[src/design/tcce_pkg.sv]
// Shared types and constants for the text console cell engine.
`timescale 1ns / 1ps
package tcce_pkg;

  // Byte and glyph codes
  localparam logic [7:0] BLANK_GLYPH  = 8'h20;
  localparam logic [7:0] DASH_GLYPH   = 8'hC4;
  localparam logic [7:0] HYPHEN_GLYPH = 8'h2D;
  localparam logic [7:0] BYTE_LF      = 8'h0A;
  localparam logic [7:0] BYTE_CR      = 8'h0D;
  localparam logic [7:0] BYTE_BS      = 8'h08;
  localparam logic [7:0] BYTE_TAB     = 8'h09;
  localparam logic [7:0] LEAD2_MIN    = 8'hC0;
  localparam logic [7:0] LEAD3_MIN    = 8'hE0;
  localparam logic [7:0] LEAD4_MIN    = 8'hF0;
  localparam logic [7:0] CONT_MIN     = 8'h80;
  localparam logic [20:0] CP_EN_DASH  = 21'h2013;
  localparam logic [20:0] CP_EM_DASH  = 21'h2014;
  localparam logic [20:0] CP_BAR      = 21'h2015;

  // Register indexes
  localparam logic REG_COLUMNS = 1'b0;
  localparam logic REG_ROWS    = 1'b1;

  // Event kinds
  localparam logic [1:0] EV_WRITE  = 2'd0;
  localparam logic [1:0] EV_SCROLL = 2'd1;
  localparam logic [1:0] EV_READ   = 2'd2;

  localparam int QUEUE_DEPTH = 4;

  typedef enum logic [2:0] {
    CMD_PUT,
    CMD_TAB,
    CMD_NL,
    CMD_CR,
    CMD_BS,
    CMD_READ
  } cmd_kind_t;

  typedef struct packed {
    cmd_kind_t  kind;
    logic [7:0] glyph;
    logic [6:0] rd_col;
    logic [5:0] rd_row;
  } cmd_t;

  typedef struct packed {
    logic full;
    logic empty;
  } queue_status_t;

  typedef enum logic [2:0] {
    B_CLEAR,
    B_IDLE,
    B_EXEC,
    B_RDWAIT,
    B_EMIT,
    B_SCOPY,
    B_SDRAIN,
    B_SBLANK
  } back_state_t;

endpackage

[src/design/tcce_queue.sv]
// Short command queue between the byte decoder and the grid executor.
`timescale 1ns / 1ps
module tcce_queue (
  input  logic                   clk,
  input  logic                   rst_n,
  input  logic                   push,
  input  tcce_pkg::cmd_t         push_cmd,
  input  logic                   pop,
  output tcce_pkg::cmd_t         head_cmd,
  output tcce_pkg::queue_status_t status
);
  import tcce_pkg::*;

  localparam int PW = $clog2(QUEUE_DEPTH);

  cmd_t          slot_r [QUEUE_DEPTH];
  logic [PW-1:0] wr_ptr_r, rd_ptr_r;
  logic [PW:0]   count_r;

  assign head_cmd     = slot_r[rd_ptr_r];
  assign status.full  = (count_r == (PW+1)'(QUEUE_DEPTH));
  assign status.empty = (count_r == '0);

  // storage
  always_ff @(posedge clk) begin
    if (push) begin
      slot_r[wr_ptr_r] <= push_cmd;
    end
  end

  // pointers
  always_ff @(posedge clk) begin
    if (!rst_n) begin
      wr_ptr_r <= '0;
      rd_ptr_r <= '0;
      count_r  <= '0;
    end else begin
      if (push) wr_ptr_r <= (wr_ptr_r == PW'(QUEUE_DEPTH-1)) ? '0 : wr_ptr_r + PW'(1);
      if (pop)  rd_ptr_r <= (rd_ptr_r == PW'(QUEUE_DEPTH-1)) ? '0 : rd_ptr_r + PW'(1);
      if (push && !pop)      count_r <= count_r + (PW+1)'(1);
      else if (pop && !push) count_r <= count_r - (PW+1)'(1);
    end
  end
endmodule

[config.mk]
export PLATFORM = sky130hd
export DESIGN_NAME = tcce_queue
export DESIGN_NICKNAME = d
export VERILOG_FILES = /design/src/design/tcce_pkg.sv /design/src/design/tcce_queue.sv
export SDC_FILE = /design/constraint.sdc
export NUM_CORES = 1
export LEC_CHECK = 0
export ABC_CLOCK_PERIOD_IN_PS = 2200
export BUFFER_PORTS_ARGS = -buffer_cell sky130_fd_sc_hd__buf_2
export CAP_MARGIN = 20
export CORE_MARGIN = 3
export CORE_UTILIZATION = 50
export DETAILED_ROUTE_END_ITERATION = 8
export PLACE_DENSITY = 0.81
export SLEW_MARGIN = 15
export SYNTH_ARGS = -nofsm -noshare
export SYNTH_HDL_FRONTEND = slang
export SYNTH_SLANG_ARGS = --single-unit
[constraint.sdc]
create_clock -name clk -period 2.2 [get_ports clk]
set_clock_uncertainty 0.05 [all_clocks]
set_input_delay 0.44 -clock clk [delete_from_list [all_inputs] [get_ports clk]]
set_output_delay 0.44 -clock clk [all_outputs]
set_load 0.01 [all_outputs]
Yosys cells after proc, flatten, opt, wreduce, memory -nomap -nowiden
Memory sizes are Yosys's and may differ from the RTL's. A register that Yosys moved wholly into a read port is not among the register bits.
Index checks and enable logic that the tools add are counted.
{"block": "totals", "ff_bits": 7, "ramBits": 96, "memories": 1}
{"block": "classes", "n_addsub": 4, "eq_ne": 3, "mux": 8, "reduce_logical": 6}
{"name": "slot_r", "words": 4, "width": 24, "rd": 1, "rd_ports_with_merged_regs": 1, "write_ports": 1, "line_no": "tcce_queue.sv:16", "source": "cmd_t slot_r [QUEUE_DEPTH];"}
{"cell": "$mux 2", "n": 4}
{"cell": "$mux 3", "n": 2}
{"cell": "$add 2x1->2 const B", "n": 2}
{"cell": "$eq 2x2->1 const B", "n": 2}
{"cell": "$add 3x1->3 const B", "n": 1}
{"cell": "$eq 3x3->1 const B", "n": 1}
{"cell": "$logic_not 3->1", "n": 1}
{"cell": "$sub 3x1->3 const B", "n": 1}
{"cell": "$logic_and 1x1->1", "n": 2}
{"cell": "$logic_not 1->1", "n": 2}
{"cell": "$mux 1", "n": 2}
{"cell": "$reduce_bool 2->1", "n": 1}

Longest topological paths before layout
{"block": "depth", "ltp_word": 4, "mapped_depth": 7}

Least setup slack after synthesis
OpenSTA, ideal clock, no wires.
{"block": "synth_path", "kind": "input -> register", "from": "input pop", "to": "register count_r[2]", "setup_time_ns": 0.076, "t_arrival_ns": 1.644, "required_ns": 2.074, "path_slack_ns": 0.431, "cell_stages": 7, "n_path_buf": 0, "path_cell_list": "inv_1 ha_1 inv_1 fa_1 xor2_1 or3_1 a21boi_0"}
{"block": "synth_between", "elab_chain_cells": 3, "word_cells_on_any_way": 5}
{"item": "start, declared", "line_no": "tcce_queue.sv:8", "source": "input logic pop,"}
{"item": "$logic_not 1->1", "line_no": "tcce_queue.sv:40", "source": "if (push && !pop) count_r <= count_r + (PW+1)'(1);"}
{"item": "$logic_and 1x1->1", "line_no": "tcce_queue.sv:40"}
{"item": "$mux 3 or $reduce_bool 2->1 (tied branches)"}
{"item": "end signal, assigned", "line_no": "tcce_queue.sv:40"}
{"item": "end signal, assigned", "line_no": "tcce_queue.sv:41", "source": "else if (pop && !push) count_r <= count_r - (PW+1)'(1);"}
{"item": "end, declared", "line_no": "tcce_queue.sv:18", "source": "logic [PW:0] count_r;"}
Several ways; a longest one is shown, not always the timed one.
A chain may end at the register's enable or synchronous reset.

==> metrics.md <==
| Metric | Value |
|---|---|
| Status | `finished, final reports clean` |
| Commonest non-fill, non-tap cell in the layout | `edfxtp_1` |
| Crit share post-route | `96.39%` |
| TNS Setup | `0 ns` |
| First-pass GRT wire length | `9.563 mm` |
| Yosys top cell area share | `72.77%` |
| CP arrival | `1.63 ns` |
| Cells on worst reg2reg path | `4` |
| Routability cong. | `0.6329` |
| Final hold vios | `0` |
| WL final | `6.211 mm` |
| CTS Buf Count | `9` |
| Post-synthesis sequential area ratio | `77.32%` |
| Met1 Track Usage GR | `19.31%` |
| DR WL/cell | `18.27 um` |
| Die Y-Extent | `95.01 um` |
| #FFs+latches synth | `105` |
| Met2 Use GR | `23.49%` |
| Drt first pass iters | `4` |
| Max-Cap Viols | `0` |
| Synth unique cells | `23` |
| Area contributors post-synth | `edfxtp_1, mux4_2, dfxtp_1` |
| Crit start category | `flop` |
| Post-DP HPWL | `3.727 mm` |
| Leakage | `1.590 nW` |
| Row cnt | `31` |
| # H-tree levels | `3` |
| Post-Synthesis Cells | `170` |
| Area leader, netlist | `edfxtp_1` |
| Reg2Reg Setup Slack | `0.63 ns` |
| Setup Crit Path Kind | `reg -> out` |
| Busiest grt layer | `met2` |
| Hold path endpoint | `slot_r[0][18]$_DFFE_PP_` |
| Max FO, Critical Path | `5` |
| Vias per std cell | `5.253` |
| Unrepaired setup endpoints after global routing | `no` |
| CTS Root Cell | `clkbuf_8` |
| Die Area | `9027 sq um` |
| Hold_ws | `0.2358 ns` |
| Final Setup Violations | `0` |
| RR Endpoint | `count_r[2]$_SDFFE_PN0P_` |
| Deepest clock path buffer count | `2` |
| Maximum vdd drop | `417.4 uV` |
| Syn Area/Cell | `23.30 sq um` |
| Most frequent cells in the layout | `edfxtp_1, buf_2, mux4_2, clkbuf_8, dfxtp_1` |
| Layout overhead on the synthesized area | `15.32%` |
| Grt ovf | `0` |
| Pin count of the biggest net entering global routing | `25` |
| Worst path required time | `1.71 ns` |
| HP Start | `push_cmd[18]` |
| Core area | `7486 sq um` |
| Layout Nets | `271` |
| Vias in the first global route | `1,866` |
| Setup Buffers After CTS | `0` |
| Total track usage | `14.85%` |
| Antenna violations before repair | `0` |
| Final Max Tran Viols | `0` |
| Final Util | `61.02%` |
| Crit end category | `output pin` |
| Vias | `1,786` |
| Share of cells above drive strength 1 | `41.49%` |
| Ant diodes | `0` |
| Worst r2r src | `count_r[0]$_SDFFE_PN0P_` |
| Synth Warn # | `0` |
| WHS Path Cells | `1` |
| Tightest Pin Transition | `0.3691 ns` |
| PwrDens | `834.7 nW/um^2` |
| Clock Latency Late Sink | `0.36 ns` |
| IO Count | `54` |
| Antenna-violating nets left | `0` |
| Mapped Area | `3961 sq um` |
| Fin crit period | `2.121 ns` |
| DRC | `0` |
| Min-delay worst type | `in -> reg` |
| Met3 GRT Util | `4.578%` |
| Port Buffers | `53` |
| Reg clk slew, reported paths | `0.10 ns` |
| Initial Util | `52.92%` |
| CTS tree | `built` |
| # clock sinks | `105` |
| Maximum clock rate | `471.6 MHz` |
| Die X | `95.01 um` |
| Detailed Route Iter0 Violations | `64` |
| Syn Nets | `205` |
| Slew margin rel. | `75.39%` |
[where the power goes]
group / leakage, nW / switching (W) / internal, W
Sequential: 0.957 / 0.0000372 / 0.00228
Clock: 0.0965 / 0.000658 / 0.000434
Combinational: 0.537 / 0.000206 / 0.000201
[critical path, stage by stage, from the launching register on]
cell and delay [ns]:
dfxtp_4 0.41, buf_4 0.18, mux4_2 0.52, buf_2 0.16
[worst max path at each step]
stage               from                       to  depth (start not counted)
global route        flop             head_cmd[15]                          3
floorplan            pop  count_r[2]$_SDFFE_PN0P_                          7
finish              flop             head_cmd[12]                          3
detailed placement   pop  count_r[2]$_SDFFE_PN0P_                          8
global placement     pop  count_r[2]$_SDFFE_PN0P_                          8
CTS                 flop              head_cmd[5]                          3
[routing by layer]
metal	vias to the layer above	part of all wire (%)
li1	824	-
met1	907	45
met2	46	49
met3	9	4.7
met4	0	1.5
met5	-	0
[cells in the mapped netlist]
library cell and count:
edfxtp_1 96, mux4_2 20, dfxtp_1 9, ha_1 6, and2_1 5, nor2b_1 5, inv_1 4, mux2i_1 4
mux4_1 4, buf_12 2, buf_2 2, nor3_1 2, a21boi_0 1, buf_6 1, clkbuf_1 1, fa_1 1
nor2_1 1, nor3b_1 1, o21a_1 1, o21ai_0 1, or3_1 1, xnor2_1 1, xor2_1 1
[kinds of logic after synthesis]
family	Yosys count	synth area share (%)
compound gates	3	0.5054
xor+xnor	2	0.4423
fa+ha+maj	7	2.400
buf+inv	10	2.021
flops	105	77.32
mux	28	15.03
simple gates	15	2.274
[stage by stage]
| stage | worst slack, ns | power, W | cell area (sq um) | instances |
|---|---|---|---|---|
| 2_1_floorplan | 0.4305 | 0.002602 | 3961 | 170 |
| 4_1_cts | 0.005583 | 0.003847 | 4544 | 339 |
| 5_1_grt | 0.006412 | 0.003986 | 4568 | 340 |
| 3_3_place_gp | 0.2593 | 0.002752 | 4364 | 323 |
| 3_5_place_dp | 0.1880 | 0.002766 | 4364 | 323 |
| 6_report | 0.07944 | 0.003813 | 4568 | 340 |
[layout make-up]
| cell class | instances | area, sq um |
|---|---|---|
| sequential | 105 | 3067 |
| fill | 529 | 2918 |
| multi-input combinational | 55 | 810.8 |
| timing repair buffer | 61 | 367.9 |
| clock buffer | 9 | 123.9 |
| tap | 99 | 123.9 |
| clock inverter | 7 | 60.06 |
| inverter | 4 | 15.01 |
[state kept, by name, indices dropped and copies added, names as in the netlist, named ones only]
signal	flops
slot_r	96
count_r	3
rd_ptr_r	2
wr_ptr_r	2
[timing repair]
| item | in CTS | in global routing |
|---|---|---|
| pin swaps | 0 | 0 |
| gates resized for setup | 1 | 2 |
| hold buffers | 0 | 0 |
| gates cloned | 0 | 1 |
| setup endpoints to repair | 1 | 2 |
Power figures use the tool's default switching activity.
