<file path="src/design/tcce_pkg.sv">
// Shared types and constants for the text console cell engine.
`timescale 1ns / 1ps
package tcce_pkg;

  // Byte and glyph codes
  localparam logic [7:0] BLANK_GLYPH  = 8'h20;
  localparam logic [7:0] DASH_GLYPH   = 8'hC4;
  localparam logic [7:0] HYPHEN_GLYPH = 8'h2D;
  localparam logic [7:0] BYTE_LF      = 8'h0A;
  localparam logic [7:0] BYTE_CR      = 8'h0D;
  localparam logic [7:0] BYTE_BS      = 8'h08;
  localparam logic [7:0] BYTE_TAB     = 8'h09;
  localparam logic [7:0] LEAD2_MIN    = 8'hC0;
  localparam logic [7:0] LEAD3_MIN    = 8'hE0;
  localparam logic [7:0] LEAD4_MIN    = 8'hF0;
  localparam logic [7:0] CONT_MIN     = 8'h80;
  localparam logic [20:0] CP_EN_DASH  = 21'h2013;
  localparam logic [20:0] CP_EM_DASH  = 21'h2014;
  localparam logic [20:0] CP_BAR      = 21'h2015;

  // Register indexes
  localparam logic REG_COLUMNS = 1'b0;
  localparam logic REG_ROWS    = 1'b1;

  // Event kinds
  localparam logic [1:0] EV_WRITE  = 2'd0;
  localparam logic [1:0] EV_SCROLL = 2'd1;
  localparam logic [1:0] EV_READ   = 2'd2;

  localparam int QUEUE_DEPTH = 4;

  typedef enum logic [2:0] {
    CMD_PUT,
    CMD_TAB,
    CMD_NL,
    CMD_CR,
    CMD_BS,
    CMD_READ
  } cmd_kind_t;

  typedef struct packed {
    cmd_kind_t  kind;
    logic [7:0] glyph;
    logic [6:0] rd_col;
    logic [5:0] rd_row;
  } cmd_t;

  typedef struct packed {
    logic full;
    logic empty;
  } queue_status_t;

  typedef enum logic [2:0] {
    B_CLEAR,
    B_IDLE,
    B_EXEC,
    B_RDWAIT,
    B_EMIT,
    B_SCOPY,
    B_SDRAIN,
    B_SBLANK
  } back_state_t;

endpackage

</file>
<file path="src/design/tcce_front.sv">
// Front end: accepts requests, decodes UTF-8 and classifies into commands.
`timescale 1ns / 1ps
module tcce_front (
  input  logic                    clk,
  input  logic                    rst_n,
  input  logic                    in_valid,
  output logic                    in_ready,
  input  logic                    in_mode,
  input  logic [7:0]              in_text_byte,
  input  logic [6:0]              in_read_column,
  input  logic [5:0]              in_read_row,
  input  logic                    accept_en,
  input  tcce_pkg::queue_status_t q_status,
  output logic                    push,
  output tcce_pkg::cmd_t          push_cmd
);
  import tcce_pkg::*;

  logic [1:0]  pend_r, pend_nxt;
  logic [20:0] part_r, part_nxt;
  logic        want_push;
  logic        take;
  logic [20:0] part_cont;

  assign in_ready  = accept_en && !q_status.full;
  assign take      = in_valid && in_ready;
  assign push      = take && want_push;
  assign part_cont = {part_r[14:0], in_text_byte[5:0]};

  // classify the byte
  always_comb begin
    pend_nxt        = pend_r;
    part_nxt        = part_r;
    want_push       = 1'b0;
    push_cmd.kind   = CMD_PUT;
    push_cmd.glyph  = in_text_byte;
    push_cmd.rd_col = in_read_column;
    push_cmd.rd_row = in_read_row;
    if (in_mode) begin
      push_cmd.kind = CMD_READ;
      want_push     = 1'b1;
    end else if (in_text_byte >= LEAD4_MIN) begin
      pend_nxt = 2'd3;
      part_nxt = {18'd0, in_text_byte[2:0]};
    end else if (in_text_byte >= LEAD3_MIN) begin
      pend_nxt = 2'd2;
      part_nxt = {17'd0, in_text_byte[3:0]};
    end else if (in_text_byte >= LEAD2_MIN) begin
      pend_nxt = 2'd1;
      part_nxt = {16'd0, in_text_byte[4:0]};
    end else if (in_text_byte >= CONT_MIN) begin
      if (pend_r != 2'd0) begin
        part_nxt = part_cont;
        pend_nxt = pend_r - 2'd1;
        if (pend_r == 2'd1) begin
          want_push = 1'b1;
          push_cmd.glyph = (part_cont == CP_EN_DASH || part_cont == CP_EM_DASH ||
                            part_cont == CP_BAR) ? DASH_GLYPH : HYPHEN_GLYPH;
        end
      end
    end else begin
      want_push = 1'b1;
      case (in_text_byte)
        BYTE_LF:  push_cmd.kind = CMD_NL;
        BYTE_CR:  push_cmd.kind = CMD_CR;
        BYTE_BS:  push_cmd.kind = CMD_BS;
        BYTE_TAB: push_cmd.kind = CMD_TAB;
        default:  push_cmd.kind = CMD_PUT;
      endcase
    end
  end

  // decoder state
  always_ff @(posedge clk) begin
    if (!rst_n) begin
      pend_r <= '0;
      part_r <= '0;
    end else if (take) begin
      pend_r <= pend_nxt;
      part_r <= part_nxt;
    end
  end
endmodule

</file>
<file path="config.mk">
export PLATFORM = sky130hd
export DESIGN_NAME = tcce_front
export DESIGN_NICKNAME = d
export VERILOG_FILES = /design/src/design/tcce_pkg.sv /design/src/design/tcce_front.sv
export SDC_FILE = /design/constraint.sdc
export NUM_CORES = 1
export LEC_CHECK = 0
export BUFFER_PORTS_ARGS = -buffer_cell sky130_fd_sc_hd__buf_2
export CAP_MARGIN = 15
export CORE_UTILIZATION = 40
export DETAILED_ROUTE_END_ITERATION = 8
export HOLD_SLACK_MARGIN = 0.1
export PLACE_DENSITY = 0.72
export REMOVE_ABC_BUFFERS = 1
export SETUP_SLACK_MARGIN = 0.2
export SLEW_MARGIN = 10
export SYNTH_ARGS = -nofsm -noshare
export SYNTH_HDL_FRONTEND = slang
export SYNTH_SLANG_ARGS = --single-unit
</file>
<file path="constraint.sdc">
create_clock -name clk -period 2.7 [get_ports clk]
set_input_delay 0.54 -clock clk [delete_from_list [all_inputs] [get_ports clk]]
set_output_delay 0.54 -clock clk [all_outputs]
set_load 0.01 [all_outputs]
</file>
# Word-level counts from Yosys, hierarchy flattened
# Cells that the tools add are included.
[word_totals]
latchBits = 0
mem_bits_ro = 0
ram_bits = 0
input_bits = 28
mem_count = 0
output_inout_bits = 26
regBits = 17
[classes]
bitwise_logic = 1
muxes = 28
shift = 0
add_sub_neg = 1
magnitude_cmp = 4
multipliers = 0
div_mod_pow = 0
n_eq_ne = 8
reduce_logical = 10
[ops]
columns = ["cell", "count"]
rows = [
  ["2-to-1 mux 15 bit", 5],
  ["equality test 21 x 14 -> 1 bit, second input constant", 3],
  ["2-to-1 mux 8 bit", 5],
  ["2-to-1 mux 11 bit", 3],
  ["equality test 8 x 4 -> 1 bit, second input constant", 4],
  [">= comparator 8 bit, second input constant", 4],
  ["one-hot mux 3 bit (4 select lines)", 1],
  ["2-to-1 mux 2 bit", 5],
  ["nonzero test 4 bit", 2],
  ["2-to-1 mux 1 bit", 7],
  ["2-to-1 mux 3 bit", 2],
  ["AND reduction 4 bit", 1],
  ["logical AND 1 bit", 3],
  ["equality test 2 x 1 -> 1 bit, second input constant", 1],
  ["logical OR 1 bit", 2],
  ["nonzero test 2 bit", 1],
  ["subtractor 2 x 1 -> 2 bit, second input constant", 1],
  ["logical NOT 1 bit", 1],
  ["inverter 1 bit", 1],
]

# Longest topological paths before layout
# Gate-level depths: netlist of the first run.
[logic_depth]
word_depth = 11
ltp_mapped = 6
ltp_nobuf = 6

# Worst setup path after synthesis of the first run
# Ideal clock, no wire load.
[synth_path]
path_type = "input-to-output"
startpoint = "input port in_text_byte[7]"
endpoint = "output port push_cmd[22] (netlist bit)"
slack_ps = 490
t_required_ps = 2160
cell_stages = 3
arrival_ps = 1670
cell_sequence = "buf_2 or4_1 nor4b_1"
[synth_lines]
columns = ["element", "line_no", "text"]
rows = [
  ["start: declaration", "tcce_front.sv:9", "input logic [7:0] in_text_byte,"],
  ["end: declaration", "tcce_front.sv:15", "output tcce_pkg::cmd_t push_cmd"],
]

==> reports/metrics.yaml, run 1 <==
hold_violations: 0
final.setup_skew_ps: 1.57
rr_startpoint: "pend_r[0]$_SDFFE_PN0P_"
synthCells: 137
core_mm2: 0.00248
p_seq_frac: 0.550
fin_crit_sh: 0.891
crit_chain: "inv_1 > ha_2 > nor4b_4 > nand2_2 > nor3_4 > nor2_1 > buf_2"
grtUsageTotal: 0.205
p_int_uw: 336
fmax_mhz: 415
relSlewSlack: 0.490
seq_area_um2: 340
start_util: 0.425
post-route-min-period_ps: 2410
firstDrtPassIters: 4
crit_start: "pend_r[0]$_SDFFE_PN0P_"
powerDensity_mw_per_mm2: 389
cp-end-kind: "primary output"
chipHeight_um: 53.3
crit_slowest_cell: "dfxtp_1"
die_area_mm2: 0.00284
multi_input_area_um2: 608
synth_edf_count: 0
p_sw_uw: 123
cap_violations: 0
rsz0062_at_grt: "false"
path_buf_inv: 2
worstSetupStartpointType: "register"
clkPwrFrac: 0.297
viasPerCell: 5.63
swShare: 0.268
worst-setup-path-type: "reg -> out"
hp-class: "reg -> reg"
drc: 0
yosysWarningCount: 0
cts_root_buf: "clkbuf_4"
io_pins: 54
syn_to_final_growth_pct: 12.1
drive_gt1_frac: 0.265
worstMarginPinSlew_ps: 763
wl_per_cell_um: 14.9
cts_inserted_buffers: 3
yosysTopAreaCell: "dfxtp_1"
ys_seq_area_frac: 0.323
synth_common_cells: "22 x nand2_1, 17 x dfxtp_1, 16 x a21oi_1, 16 x nand3_1, 13 x buf_4"
peakVddDrop_uv: 272
holdWs_ps: 461
hpwl_mm: 1.96
ys_ff_latch: 17
yosysUniqueCellTypes: 33
synth.area.top_cells: "dfxtp_1 32%, buf_4 9.3%, nand2_1 7.8%"
clk_latency_ps: 290
htreeDepth: 1
cts.sinks: 17
status: "completed"
syn_area_mm2: 0.00105
die_x_um: 53.3
p_leak_nw: 0.473
critPathMaxFanout: 4
grt_pass1_wl_mm: 4.18
grt-ovfl-total: 0
combPwrFrac: 0.154
antenna_cells: 0
antenna_found_initial: 0
vias: 1019
fin_nets: 182
synth_ff_type: "dfxtp_1"
yosysMostFrequentCell: "nand2_1"
avgSynthCellArea_um2: 7.68
fillers: 264
maxSlewViolCount: 0
gp_congestion: 0.814
critPathMaxStageDelay_ps: 370
detail-route-antenna-nets: 0
required_ps: 2160
routed_wl_mm: 2.70
rows: 18
drtIter0Drc: 27
grt_start_max_net_pins: 20
netlist.area_leader.share: 0.323
arrival_ps: 1870
numPortBuffers: 26
worstHoldStart: "part_r[10]$_SDFFE_PN0P_"
crit_family: "simple AND/OR/NAND/NOR gates"
grt_pass1_vias: 917
tns_ps: 0
tritoncts: "yes"
clk_pin_slew_ps: 100
clockBufferDepth: 2
async_reset_ff_frac: 0
setup_violations: 0
final_util: 0.476
-- metal layers --
metal / global-route usage / share of wire / vias to the layer above
li1: - / - / 498
met1: 0.247 / 0.42 / 462
met2: 0.310 / 0.47 / 55
met3: 0.0833 / 0.096 / 4
met4: 0.0965 / 0.0093 / 0
met5: 0 / 0 / -
-- area by class of cell --
| type | instances | share of cell area |
|---|---|---|
| tap | 30 | 0.0318 |
| clock buffer | 4 | 0.0223 |
| inverter | 6 | 0.0191 |
| multi-input combinational | 96 | 0.515 |
| timing repair buffer | 28 | 0.123 |
| sequential | 17 | 0.288 |
-- logic make-up (layout without fill, tap and decap cells) --
family                     Yosys count  after routing  synth area share
adders and majority gates            2              2            0.0238
AOI/OAI and AO/OA                   30             30             0.184
xor gates and xnor gates             1              1           0.00832
DFF                                 17             17             0.323
and+or+nand+nor                     63             63             0.319
buffers and inverters               24             38             0.141
-- state kept, by name, summed over array words and instances (netlist names) --
register / flops
part_r: 15
pend_r: 2
-- worst min-delay path, stage by stage (launching register included) --
cell and delay, ps:
dfxtp_1 320, nand2_1 50, a21oi_1 50
-- final timing paths --
kind	cells after the start	slack [ps]	endpoint
worst max-delay path	7	290	push_cmd[18]
worst min-delay path	2	460	part_r[10]$_SDFFE_PN0P_
worst max register to register	5	900	part_r[12]$_SDFFE_PN0P_
worst min register to register	2	460	part_r[10]$_SDFFE_PN0P_
-- what timing repair did --
action	4_1_cts	5_1_grt
endpoints found under the setup margin	3	5
pin swaps	0	2
resized for setup	1	7
endpoints found under the hold margin	0	0
buffers inserted	0	1
hold buffers	0	0
-- power by group through the flow --
stage	Sequential (mW)	Combinational, mW	Clock, mW
6_report	0.253	0.0707	0.136
3_5_place_dp	0.258	0.0667	0
4_1_cts	0.252	0.0671	0.136
3_3_place_gp	0.258	0.0652	0
5_1_grt	0.253	0.0779	0.155
2_1_floorplan	0.258	0.0325	0
-- cell usage in the layout (no fill, tap or decap), types with 2 or more instances in the layout --
cell type / synthesis / routed
a21o_1: 2 / 2
nand2_1: 22 / 21
nor4b_1: 3 / 3
nor2_1: 5 / 5
and2_1: 2 / 2
dfxtp_1: 17 / 17
a21oi_1: 16 / 16
buf_4: 13 / 2
inv_1: 5 / 5
buf_2: 2 / 26
nand2b_1: 3 / 3
clkbuf_4: 0 / 3
a21boi_0: 4 / 4
nand3_1: 16 / 15
nand3b_1: 2 / 2
o21ai_0: 3 / 3
-- stage by stage --
stage               total power, mW  setup slack, ps  instance area, um2  instances
global route                  0.486              202                1180        181
floorplan                     0.290              608                 926        119
finish                        0.459              293                1180        181
CTS                           0.456              224                1130        180
detailed placement            0.325              376                1100        176
global placement              0.323              396                1100        176
Note: power is estimated with default switching activity, not from simulation.
==> inputs of run 2 (changes only) <==
--- a/config.mk
+++ b/config.mk
@@ -7,10 +7,12 @@
 export LEC_CHECK = 0
 export BUFFER_PORTS_ARGS = -buffer_cell sky130_fd_sc_hd__buf_2
 export CAP_MARGIN = 15
-export CORE_UTILIZATION = 40
+export CELL_PAD_IN_SITES_DETAIL_PLACEMENT = 1
+export CELL_PAD_IN_SITES_GLOBAL_PLACEMENT = 1
+export CORE_UTILIZATION = 33
 export DETAILED_ROUTE_END_ITERATION = 8
 export HOLD_SLACK_MARGIN = 0.1
-export PLACE_DENSITY = 0.72
+export PLACE_DENSITY_LB_ADDON = 0.1
 export REMOVE_ABC_BUFFERS = 1
 export SETUP_SLACK_MARGIN = 0.2
 export SLEW_MARGIN = 10
==> run 2 against run 1 <==
Clock power barely moved. Power grew 0.69%. Sequential share of layout area decreased by 0.27 points. Wire length up 14%. Fmax rose by 0.75%. Combinational power rose by 1%. Hold slack improved by 7.1 ps.
==> reports/metrics.yaml, run 2 (synthesis gave the netlist of run 1 again) <==
status: "completed"
antenna_found_initial: 0
cap_violations: 0
setup_violations: 0
numPortBuffers: 26
htreeDepth: 1
drtIter0Drc: 35
grtUsageTotal: 0.188
wl_per_cell_um: 15.6
cts_inserted_buffers: 3
holdWs_ps: 468
die_x_um: 58.5
rows: 20
stdcell_area_mm2: 0.00119
rsz0062_at_grt: "false"
gp_congestion: 0.746
final.setup_skew_ps: 6.60
maxSlewViolCount: 0
fillers: 379
io_pins: 54
grt_pass1_wl_mm: 4.83
clk_latency_ps: 290
hpwl_mm: 2.28
fin_crit_sh: 0.885
cts.sinks: 17
hp-class: "reg -> reg"
tritoncts: "yes"
cts_root_buf: "clkbuf_4"
firstDrtPassIters: 4
peakVddDrop_uv: 224
placed_cell_area_mm2: 0.00113
routed_wl_mm: 3.06
die_area_mm2: 0.00342
top_register: "part_r"
viasPerCell: 5.28
clk_pin_slew_ps: 100
largest_register_ffs: 15
post-route-min-period_ps: 2390
grt_start_max_net_pins: 20
hold_violations: 0
critPathMaxStageDelay_ps: 440
clockBufferDepth: 2
start_util: 0.348
critPathMaxFanout: 3
detail-route-antenna-nets: 0
core_mm2: 0.00303
chipHeight_um: 58.5
tns_ps: 0
crit_chain: "nor4b_1 > nand4_1 > o21ai_0 > and2_1 > buf_2"
fin_nets: 183
worstMarginPinSlew_ps: 530
drive_gt1_frac: 0.263
fmax_mhz: 419
p_leak_nw: 0.465
relSlewSlack: 0.646
reg_top3: "part_r: 15 flops, pend_r: 2 flops"
grt_pass1_vias: 1020
cp-end-kind: "primary output"
grt-ovfl-total: 0
arrival_ps: 1850
vias: 1035
drc: 0
hold_buffers: 0
mostFrequentLayoutCells: "26 x buf_2, 21 x nand2_1, 17 x dfxtp_1"
syn_to_final_growth_pct: 13.2
crit_slowest_cell: "nor4b_1"
worst-setup-path-type: "reg -> out"
antenna_cells: 0
final_common_cell: "buf_2"
worstSetupStartpointType: "register"
powerDensity_mw_per_mm2: 388
required_ps: 2160
-- run 2: cell count changes in the layout (fill, tap and decap cells not counted), sizes merged --
cell,change
buf,+1
-- run 2: worst max-delay path, delay by kind of cell, from the launching register on --
kind / cells / cell delay (ps)
AND/OR/NAND/NOR: 3 / 860
AO/OA/AOI/OAI: 1 / 230
flip-flops: 1 / 340
buffers and inverters: 1 / 120
-- run 2: what timing repair did --
action | in CTS | in global routing
buffers inserted | 0 | 1
resized for setup | 1 | 5
pin swaps | 0 | 1
endpoints found under the setup margin | 3 | 5
-- run 2: cell type report --
type,instances,area (um2),share of cell area
Tap cell,44,55.1,0.0462
Sequential cell,17,340,0.286
Inverter,6,22.5,0.0189
Timing Repair Buffer,29,153,0.128
Multi-Input combinational cell,96,594,0.499
Clock buffer,4,26.3,0.0221
-- run 2: where the power goes --
group	internal [mW]	switching, mW
clock network	0.0574	0.0812
logic	0.0273	0.0443
registers	0.252	0.000818
total	0.336	0.126
-- run 2: per-layer routing --
metal	wire [um]	up-vias	share of wire	track usage
met5	0	-	0	0
met4	21	0	0.0069	0.0612
met3	198	2	0.065	0.0615
met2	1440	42	0.47	0.292
met1	1400	497	0.46	0.247
li1	-	494	-	-
-- run 2: per-stage QoR --
| stage | total power [mW] | utilization | std cells | setup slack (ps) |
|---|---|---|---|---|
| finish | 0.463 | 0.393 | 196 | 311 |
| global route | 0.485 | 0.393 | 196 | 196 |
| CTS | 0.463 | 0.382 | 195 | 207 |
| detailed placement | 0.328 | 0.372 | 191 | 339 |
| global placement | 0.326 | 0.372 | 191 | 383 |
| floorplan | 0.290 | - | 119 | 608 |
-- run 2: worst paths after layout --
path | slack (ps) | endpoint | cells after the start | startpoint
worst max-delay path | 310 | push_cmd[20] | 5 | part_r[6]$_SDFFE_PN0P_
worst min-delay path | 470 | part_r[10]$_SDFFE_PN0P_ | 2 | part_r[10]$_SDFFE_PN0P_
worst max register to register | 1170 | pend_r[0]$_SDFFE_PN0P_ | 5 | pend_r[0]$_SDFFE_PN0P_
worst min register to register | 470 | part_r[10]$_SDFFE_PN0P_ | 2 | part_r[10]$_SDFFE_PN0P_
==> inputs of run 3 (changes only) <==
--- a/config.mk
+++ b/config.mk
@@ -9,6 +9,7 @@
 export CAP_MARGIN = 15
 export CELL_PAD_IN_SITES_DETAIL_PLACEMENT = 1
 export CELL_PAD_IN_SITES_GLOBAL_PLACEMENT = 1
+export CORE_MARGIN = 2
 export CORE_UTILIZATION = 33
 export DETAILED_ROUTE_END_ITERATION = 8
 export HOLD_SLACK_MARGIN = 0.1
==> run 3 against run 2 <==
Die area increased by 7.0%. Core utilization decreased by 0.53 points. Hold slack got worse by 2.2 ps. Final cell count decreased by 0.51%. Global-route usage decreased by 1.1 points. Sequential cell count unchanged. Clock skew decreased by 4.8 ps. Worst setup slack got worse by 13 ps.
==> reports/metrics.yaml, run 3 (synthesis gave the netlist of run 1 again) <==
status: "completed"
clk_latency_ps: 290
die_x_um: 60.5
grt_start_max_net_pins: 20
hpwl_mm: 2.25
grtUsageTotal: 0.177
crit_chain: "nor4_2 > nand3_1 > or4b_1 > o21ai_0 > buf_2"
antenna_found_initial: 0
fin_ws_ps: 298
cts_inserted_buffers: 3
final.setup_skew_ps: 1.78
placed_cell_area_mm2: 0.00112
worstSetupStartpointType: "register"
seq_area_um2: 340
detail-route-antenna-nets: 0
top_register: "part_r"
min_path_cells: 2
rsz0062_at_grt: "true"
r2r_slack_ps: 860
grt_pass1_vias: 963
maxSlewViolCount: 0
gp_congestion: 0.753
chipHeight_um: 60.5
drtIter0Drc: 23
path_depth: 5
multi_input_area_um2: 594
holdWs_ps: 466
r2r-end: "part_r[3]$_SDFFE_PN0P_"
cp-end-kind: "primary output"
path_buf_inv: 1
cap_violations: 0
arrival_ps: 1860
viasPerCell: 5.29
core_mm2: 0.00305
io_pins: 54
hold_buffers: 0
r2r_cells: 5
reg_top3: "part_r: 15 flops, pend_r: 2 flops"
clockBufferDepth: 2
mostFrequentLayoutCells: "26 x buf_2, 21 x nand2_1, 17 x dfxtp_1"
firstDrtPassIters: 4
required_ps: 2160
start_util: 0.345
peakVddDrop_uv: 225
fin_nets: 182
rr_startpoint: "pend_r[0]$_SDFFE_PN0P_"
numPortBuffers: 26
drive_gt1_frac: 0.265
htreeDepth: 1
tns_ps: 0
critPathMaxFanout: 2
cts_root_buf: "clkbuf_4"
antenna_cells: 0
crit_slowest_cell: "or4b_1"
final_common_cell: "buf_2"
drc: 0
post-route-min-period_ps: 2400
crit_family: "simple AND/OR/NAND/NOR gates"
die_area_mm2: 0.00366
worstHoldStart: "part_r[10]$_SDFFE_PN0P_"
cts.sinks: 17
critPathMaxStageDelay_ps: 490
vias: 1032
largest_register_ffs: 15
wl_per_cell_um: 15.4
setup_violations: 0
fin_crit_sh: 0.890
routed_wl_mm: 3.00
fillers: 405
stdcell_area_mm2: 0.00118
clk_pin_slew_ps: 100
worst-setup-path-type: "reg -> out"
rows: 20
p_leak_nw: 0.462
grt-ovfl-total: 0
fmax_mhz: 416
worstMarginPinSlew_ps: 788
hp-class: "reg -> reg"
relSlewSlack: 0.473
dp_slack_ps: 355
grt_pass1_wl_mm: 4.77
hold_violations: 0
syn_to_final_growth_pct: 12.6
min_to: "part_r[10]$_SDFFE_PN0P_"
tritoncts: "yes"
powerDensity_mw_per_mm2: 391
-- run 3: cell types whose count changed in the layout (fill, tap and decap cells not counted) --
cell and change:
buf_4 -1, clkbuf_1 -1, clkinv_2 +1
-- run 3: metal layers --
layer  up-vias  GRT usage  wire length, um
li1        495          -                -
met1       493      0.240             1460
met2        40      0.281             1360
met3         4     0.0405              158
met4         0     0.0559               30
met5         -          0                0
-- run 3: stage by stage --
step | std cells | util | total power, mW
after floorplan | 119 | - | 0.290
after global placement | 190 | 0.366 | 0.326
after detailed placement | 190 | 0.366 | 0.327
after CTS | 194 | 0.380 | 0.463
after global routing | 195 | 0.388 | 0.485
final | 195 | 0.388 | 0.464
-- run 3: layout make-up --
cell class,instances,share of cell area
multi-input combinational,96,0.502
tap,44,0.0465
clock inverter,1,0.00422
sequential,17,0.287
inverter,6,0.0190
timing repair buffer,28,0.122
clock buffer,3,0.0190
-- run 3: how the worst max path moves through the flow --
stage / startpoint / to / slack [ps]
final: part_r[12]$_SDFFE_PN0P_ / push_cmd[19] / 300
after detailed placement: in_text_byte[3] / push_cmd[13] / 350
after floorplan: in_text_byte[3] / push_cmd[22] / 610
after CTS: part_r[12]$_SDFFE_PN0P_ / push_cmd[19] / 190
after global routing: part_r[12]$_SDFFE_PN0P_ / push_cmd[19] / 120
after global placement: in_text_byte[7] / push_cmd[21] / 380
-- run 3: power breakdown --
group / switching, mW / total (mW) / internal (mW)
clock: 0.0847 / 0.140 / 0.0551
combinational: 0.0444 / 0.0714 / 0.0270
sequential: 0.000836 / 0.253 / 0.252
total: 0.130 / 0.464 / 0.334
-- run 3: worst register-to-register path, stage by stage (launching register included) --
cell and delay [ps]:
dfxtp_1 370, inv_1 80, ha_2 230, a211oi_4 710, o2111ai_1 280, nand2_1 120
-- run 3: timing repair --
action,in CTS,in global routing
pin swaps,0,1
setup endpoints to repair,3,6
buffers inserted,0,1
gates resized for setup,3,3
hold endpoints to repair,0,0
